`src/design/mmi_pkg.sv`:
```
// Shared types and constants for the median of maximum interest block.
package mmi_pkg;

  // Register indexes on the configuration port.
  localparam logic REG_FCST_COUNT = 1'b0;
  localparam logic REG_OBS_COUNT  = 1'b1;

  // Width of the object count registers.
  localparam int COUNT_W = 9;

  // Number of order statistics tracked during the scan: a low and a high
  // middle element for the forecast, observation and combined lists.
  localparam int NUM_TARGETS = 6;

  typedef enum logic [2:0] {
    ST_IDLE,
    ST_LOAD,
    ST_SCAN,
    ST_DRAIN,
    ST_PASS,
    ST_RESULT,
    ST_CLEAR
  } mmi_state_t;

  typedef struct packed {
    logic rec_read;
    logic rec_write;
    logic scan_init;
    logic scan_step;
    logic pass_end;
    logic result_load;
    logic clr_step;
  } mmi_cmd_t;

  typedef struct packed {
    logic rec_last;
    logic both_empty;
    logic idx_done;
    logic bit_done;
    logic clr_done;
    logic out_full;
  } mmi_stat_t;

endpackage

```
`src/design/mmi_ctrl.sv`:
```
// Controller state machine for the median of maximum interest block.
module mmi_ctrl (
  input  logic              clk,
  input  logic              rst,
  input  logic              in_valid,
  input  mmi_pkg::mmi_stat_t stat,
  output mmi_pkg::mmi_cmd_t  cmd,
  output logic              in_stall
);
  import mmi_pkg::*;

  mmi_state_t state, state_next;

  always_ff @(posedge clk) begin
    if (rst) begin
      state <= ST_CLEAR;
    end else begin
      state <= state_next;
    end
  end

  always_comb begin
    state_next = state;
    cmd        = '0;
    in_stall   = 1'b1;
    unique case (state)
      ST_IDLE: begin
        in_stall = 1'b0;
        if (in_valid) begin
          cmd.rec_read = 1'b1;
          state_next   = ST_LOAD;
        end
      end
      ST_LOAD: begin
        cmd.rec_write = 1'b1;
        cmd.scan_init = 1'b1;
        if (stat.rec_last) begin
          state_next = stat.both_empty ? ST_RESULT : ST_SCAN;
        end else begin
          state_next = ST_IDLE;
        end
      end
      ST_SCAN: begin
        cmd.scan_step = 1'b1;
        if (stat.idx_done) begin
          state_next = ST_DRAIN;
        end
      end
      ST_DRAIN: begin
        state_next = ST_PASS;
      end
      ST_PASS: begin
        cmd.pass_end = 1'b1;
        state_next   = stat.bit_done ? ST_RESULT : ST_SCAN;
      end
      ST_RESULT: begin
        if (!stat.out_full) begin
          cmd.result_load = 1'b1;
          state_next      = ST_CLEAR;
        end
      end
      ST_CLEAR: begin
        cmd.clr_step = 1'b1;
        if (stat.clr_done) begin
          state_next = ST_IDLE;
        end
      end
      default: begin
        state_next = ST_IDLE;
      end
    endcase
  end

endmodule

```
`config.mk`:
```
export PLATFORM = sky130hd
export DESIGN_NAME = mmi_ctrl
export DESIGN_NICKNAME = d
export VERILOG_FILES = /design/src/design/mmi_pkg.sv /design/src/design/mmi_ctrl.sv
export SDC_FILE = /design/constraint.sdc
export NUM_CORES = 1
export LEC_CHECK = 0
export BUFFER_PORTS_ARGS = -buffer_cell sky130_fd_sc_hd__buf_2
export CAP_MARGIN = 15
export CELL_PAD_IN_SITES_DETAIL_PLACEMENT = 2
export CELL_PAD_IN_SITES_GLOBAL_PLACEMENT = 2
export CORE_MARGIN = 2
export CORE_UTILIZATION = 20
export CTS_CLUSTER_DIAMETER = 40
export DETAILED_ROUTE_END_ITERATION = 8
export PLACE_DENSITY_LB_ADDON = 0.25
export SLEW_MARGIN = 25
export SYNTH_ARGS = -nofsm -noshare
export SYNTH_HDL_FRONTEND = slang
export SYNTH_SLANG_ARGS = --single-unit
```
`constraint.sdc`:
```
create_clock -name clk -period 1.4 [get_ports clk]
set_clock_uncertainty 0.05 [all_clocks]
set_input_delay 0.14 -clock clk [delete_from_list [all_inputs] [get_ports clk]]
set_output_delay 0.14 -clock clk [all_outputs]
set_load 0.005 [all_outputs]
```
==> run_results.csv, run 1 <==
group,metric,value,unit
detailed_routing,route.vias.total,427,
clock_tree,cts_tree,"done",
worst_setup_path,r2r-start,"state[2]",
clock_tree,path_clk_slew,0.04,ns
finish,multiInputGateArea,275.3,um^2
power_and_ir_drop,p_per_area,1586,mW/mm^2
detailed_routing,drt-initial-drc-count,0,
placed_design,place_ws,-0.02524,ns
synthesis,ys_ff_latch,3,
finish,final_util,40.20,%
worst_setup_path,critical_path.cell_chain,"buf_6, or3_4, nor2_1, buf_2",
worst_setup_path,critPathMaxFanout,4,
power_and_ir_drop,peakVddDrop,0.3848,mV
floorplan,die_x,43.86,um
synthesis,synth-main-ff-cell,"dfxtp_1",
finish,layout_commonest_cell,"buf_2",
placed_design,gp_congestion,0.7318,
worst_setup_path,arrival,1.26,ns
finish,area_growth,90.55,%
synthesis,ys_types,24,
floorplan,start_util,21.10,%
worst_setup_path,cpPeakStageDelay,0.38,ns
timing,finalHoldViolations,0,
synthesis,ys_seq_area_share,18.90,%
synthesis,synth_top_area_share,18.90,%
detailed_routing,firstDrtPassIters,1,
clock_tree,clock_tree.root_cell,"clkbuf_4",
synthesis,syn-num-nets,52,
timing,finalCritPeriodShare,103.5,%
clock_tree,clkLatencyLatePin,0.23,ns
status,violations,"negative setup slack",
synthesis,syn-cell-area,317.8,um^2
detailed_routing,wl_per_cell,14.87,um
clock_tree,clockBufferDepth,2,
clock_tree,cts.sinks,3,
grt,antenna_found_initial,0,
detailed_routing,via_per_inst,4.965,
timing,finalMaxSlewViolations,0,
clock_tree,numCtsBuffers,3,
grt,grt_pass1_wl,2.166,mm
min_path,hold_path.startpoint,"rst",
floorplan,boundaryPins,17,
clock_tree,holdBufCountCts,0,
synthesis,avgSynthCellArea,7.391,um^2
worst_setup_path,worst-setup-path-type,"flop to output port",
floorplan,dieHeight,43.86,um
min_path,hold_class,"primary input to flop",
timing,rsz0062_at_grt,"yes",
synthesis,synth_edf_count,0,
floorplan,die-area,0.001924,mm^2
worst_setup_path,cp_slowest_cell,"or3_4",
worst_setup_path,crit_required,1.21,ns
status,status,"complete, but fails checks",
finish,regMostFlops,"state",
synthesis,synth_area_leader_cell,"dfxtp_1",
detailed_routing,route.detailed.drc,0,
timing,timing.fmax,0.6898,GHz
floorplan,core,0.001506,mm^2
power_and_ir_drop,finalPower,0.9604,mW
timing,whs,0.05931,ns
grt,grt_overflow,0,
finish,nNetsFinal,80,
clock_tree,htreeDepth,1,
worst_setup_path,reg2regPathDepth,5,
synthesis,synthCells,43,
synthesis,synth-async-reset-ratio,0,%
timing,period_minus_slack,1.450,ns
placed_design,portBuffers,16,
worst_setup_path,path_depth,4,
finish,insertedDiodeCount,0,
worst_setup_path,worstSetupEndpointType,"output port",
grt,grt_pass1_vias,457,
worst_setup_path,crit_buf_inv,2,
finish,register_area,71.32,um^2
finish,largest_reg_flops,3,
finish,drive_gt1_share,60.00,%
timing,relSlewSlack,80.27,%
placed_design,hpwl,858.9,um
timing,worst_slew_pin_slew,0.2941,ns
worst_setup_path,cpLargestDelayFamily,"simple AND/OR/NAND/NOR gates",
grt,grt_max_degree,16,
floorplan,num_rows,14,
finish,reg.largest.list,"state: 3 flops",
detailed_routing,ant_nets,0,
worst_setup_path,r2r_setup_slack,0,ns
grt,grt.total_usage,15.07,%
worst_setup_path,crit_path_start,"state[0]",
finish,layout_common_cells,"buf_2, buf_4, buf_6",
timing,layout_setup_ws,-0.04970,ns
worst_setup_path,r2r-end,"state[2]",
finish,fillerInstances,176,
synthesis,synth_area_leaders,"dfxtp_1, nor3b_1, a311o_1",
worst_setup_path,crit_end,"cmd[6]",
detailed_routing,wl,1.279,mm
synthesis,ys_warn_count,0,
timing,finalSetupTns,-0.04970,ns
flow_run,cap_violations,0,
worst_setup_path,cp-start-kind,"flop",
timing,setup-violations-final,1,
power_and_ir_drop,leakagePower,0.2984,nW
## final cells by class
cell class / count / share of cell area [%]
Multi-Input combinational cell: 32 / 45.45
Timing Repair Buffer: 28 / 33.26
Sequential cell: 3 / 11.78
Clock buffer: 4 / 4.339
Tap cell: 16 / 3.306
Inverter: 3 / 1.860
## metrics by stage
stage | area, um^2 | cells
global route | 605.6 | 86
floorplan | 317.8 | 43
CTS | 591.8 | 86
finish | 605.6 | 86
detailed placement | 442.9 | 76
global placement | 442.9 | 76
## power breakdown
group / switching [mW] / internal (mW) / leakage [nW]
clock network: 0.0482 / 0.107 / 0.0150
logic: 0.302 / 0.351 / 0.257
registers: 0.0270 / 0.125 / 0.0260
total: 0.377 / 0.583 / 0.298
## cell families after synthesis
logic type | share of synthesized area, %
simple gates | 34.25
compound gates | 29.92
buf+inv | 13.78
mux | 3.150
flops | 18.90
## worst min-delay path by stage
stage,end,slack [ns],cells past startpoint
2_1_floorplan,state[0],0.16,1
3_3_place_gp,state[0],0.30,2
3_5_place_dp,state[0],0.29,2
4_1_cts,state[0],0.03,2
5_1_grt,state[0],0.07,2
6_report,state[0],0.06,2
## repair_timing
action	in CTS	in global routing
pin swaps	4	4
hold endpoints to repair	0	0
gates resized for setup	19	3
buffers inserted	6	1
endpoints found under the setup margin	7	9
## metal layers
metal  share of wire, %  track usage [%]  vias up  wire length [um]
met5                  0                0        -                 0
met4                1.1            3.636        0                14
met3                3.8            3.333        2                48
met2                 48            26.18       10               618
met1                 47            18.70      205               596
li1                   -                -      210                 -
## synthesized netlist by cell type, types with 2 or more instances
cell      instances
nand2_1           2
nor3b_1           3
and2_1            2
a21oi_1           3
dfxtp_1           3
a211oi_1          2
o21ai_0           2
nor2_1            4
inv_1             3
buf_2             2
a311o_1           2
nor2b_1           3
(Power assumes the default switching activity.)
==> run 2, diff against run 1 <==
SKIP_CTS_REPAIR_TIMING = 1   (was not set)
==> run 2 against run 1 <==
  * The run still ends with negative setup slack left
  * Worst hold slack got worse by 0.015 ns
  * Sequential share of layout area unchanged
  * Maximum frequency decreased by 2.9%
  * Utilization unchanged
  * Non-clock buffer count increased by 3
  * Critical path depth unchanged
  * Clock power about the same
  * Cell area unchanged
  * Setup slack got worse by 0.043 ns
  * Via count increased by 2.6%
  * Largest cell class unchanged
  * Highest routed layer unchanged
==> run_results.csv, run 2 (synthesis results as in run 1) <==
group,metric,value,unit
finish,layout_common_cells,"buf_2, buf_4",
worst_setup_path,r2r-end,"state[1]",
min_path,hold_class,"primary input to flop",
timing,whs,0.04420,ns
worst_setup_path,arrival,1.30,ns
finish,fin_area,605.6,um^2
clock_tree,clkLatencyLatePin,0.23,ns
worst_setup_path,crit_end,"cmd[6]",
detailed_routing,route.vias.total,438,
finish,insertedDiodeCount,0,
finish,area_growth,90.55,%
power_and_ir_drop,peakVddDrop,0.3958,mV
floorplan,start_util,21.10,%
floorplan,core,0.001506,mm^2
worst_setup_path,r2r_setup_slack,0,ns
clock_tree,path_clk_slew,0.04,ns
timing,worst_slew_pin_slew,0.2473,ns
detailed_routing,ant_nets,0,
placed_design,place_ws,-0.02524,ns
floorplan,boundaryPins,17,
worst_setup_path,worstSetupEndpointType,"output port",
power_and_ir_drop,p_per_area,1598,mW/mm^2
timing,finalMaxSlewViolations,0,
grt,grt_max_degree,16,
timing,rsz0062_at_grt,"yes",
power_and_ir_drop,leakagePower,0.2960,nW
clock_tree,htreeDepth,1,
worst_setup_path,crit_required,1.21,ns
timing,finalHoldViolations,0,
finish,largest_reg_flops,3,
finish,fin_cells,89,
grt,grt.total_usage,12.52,%
status,violations,"negative setup slack",
finish,regMostFlops,"state",
floorplan,die-area,0.001924,mm^2
finish,nNetsFinal,83,
grt,grt_pass1_vias,401,
placed_design,place_inst,76,
detailed_routing,wl_per_cell,14.69,um
clock_tree,clock_tree.root_cell,"clkbuf_4",
detailed_routing,wl,1.307,mm
detailed_routing,via_per_inst,4.921,
placed_design,gp_congestion,0.7318,
clock_tree,numCtsBuffers,3,
worst_setup_path,r2r-start,"state[2]",
placed_design,hpwl,858.9,um
timing,setup-violations-final,3,
finish,layout_commonest_cell,"buf_2",
timing,timing.fmax,0.6700,GHz
status,status,"complete, but fails checks",
clock_tree,clockBufferDepth,2,
placed_design,place_area,442.9,um^2
worst_setup_path,crit_path_start,"state[0]",
clock_tree,cts_tree,"done",
grt,antenna_found_initial,0,
detailed_routing,drt-initial-drc-count,0,
floorplan,dieHeight,43.86,um
finish,reg.largest.list,"state: 3 flops",
floorplan,num_rows,14,
finish,final_util,40.20,%
floorplan,die_x,43.86,um
detailed_routing,route.detailed.drc,0,
finish,drive_gt1_share,60.27,%
timing,period_minus_slack,1.493,ns
timing,layout_setup_ws,-0.09250,ns
worst_setup_path,critPathMaxFanout,4,
worst_setup_path,worst-setup-path-type,"flop to output port",
placed_design,portBuffers,16,
worst_setup_path,cp-start-kind,"flop",
timing,finalCritPeriodShare,106.6,%
grt,grt_pass1_wl,1.718,mm
worst_setup_path,reg2regPathDepth,5,
clock_tree,cts.sinks,3,
grt,grt_overflow,0,
detailed_routing,firstDrtPassIters,1,
timing,relSlewSlack,83.04,%
flow_run,cap_violations,0,
-- run 2: changes by cell type in the layout (fill, tap and decap cells not counted), sizes merged --
cell  before  now
buf       28   31
-- run 2: report_power, final --
| part | switching, mW | leakage, nW | internal, mW |
|---|---|---|---|
| clock | 0.0452 | 0.0150 | 0.107 |
| combinational | 0.285 | 0.255 | 0.365 |
| sequential | 0.0392 | 0.0260 | 0.126 |
| total | 0.370 | 0.296 | 0.598 |
-- run 2: layout make-up --
type                    count  area [um^2]
fillers                   176        900.9
multi-input cells          32        260.3
repair buffers             31        216.5
flip-flops and latches      3        71.32
clock buffers               4        26.28
well taps                  16        20.02
inverters                   3        11.26
-- run 2: worst max-delay path, stage by stage, from the launching register on --
cell     delay [ns]
dfxtp_4        0.35
buf_6          0.12
or3_4          0.38
nor2_1         0.11
buf_2          0.11
-- run 2: stage by stage --
stage	total power [mW]	TNS [ns]
after floorplan	0.4214	0
after global placement	0.5964	-0.0004166
after detailed placement	0.6040	-0.02524
after CTS	0.7682	-0.5657
after global routing	1.054	-0.4140
final	0.9678	-0.1036
-- run 2: layer usage --
metal | up-vias | part of all wire (%) | track usage (%)
met1 | 208 | 46 | 14.43
li1 | 217 | - | -
met3 | 2 | 2.9 | 1.250
met5 | - | 0 | 0
met4 | 0 | 1.2 | 7.273
met2 | 11 | 49 | 22.06
-- run 2: how the worst min path moves through the flow --
stage / cells after the start / startpoint / slack, ns / end
2_1_floorplan: 1 / rst / 0.16 / state[0]
4_1_cts: 2 / rst / 0.04 / state[0]
3_3_place_gp: 2 / rst / 0.30 / state[0]
5_1_grt: 2 / rst / 0.05 / state[0]
6_report: 2 / rst / 0.04 / state[0]
3_5_place_dp: 2 / rst / 0.29 / state[0]
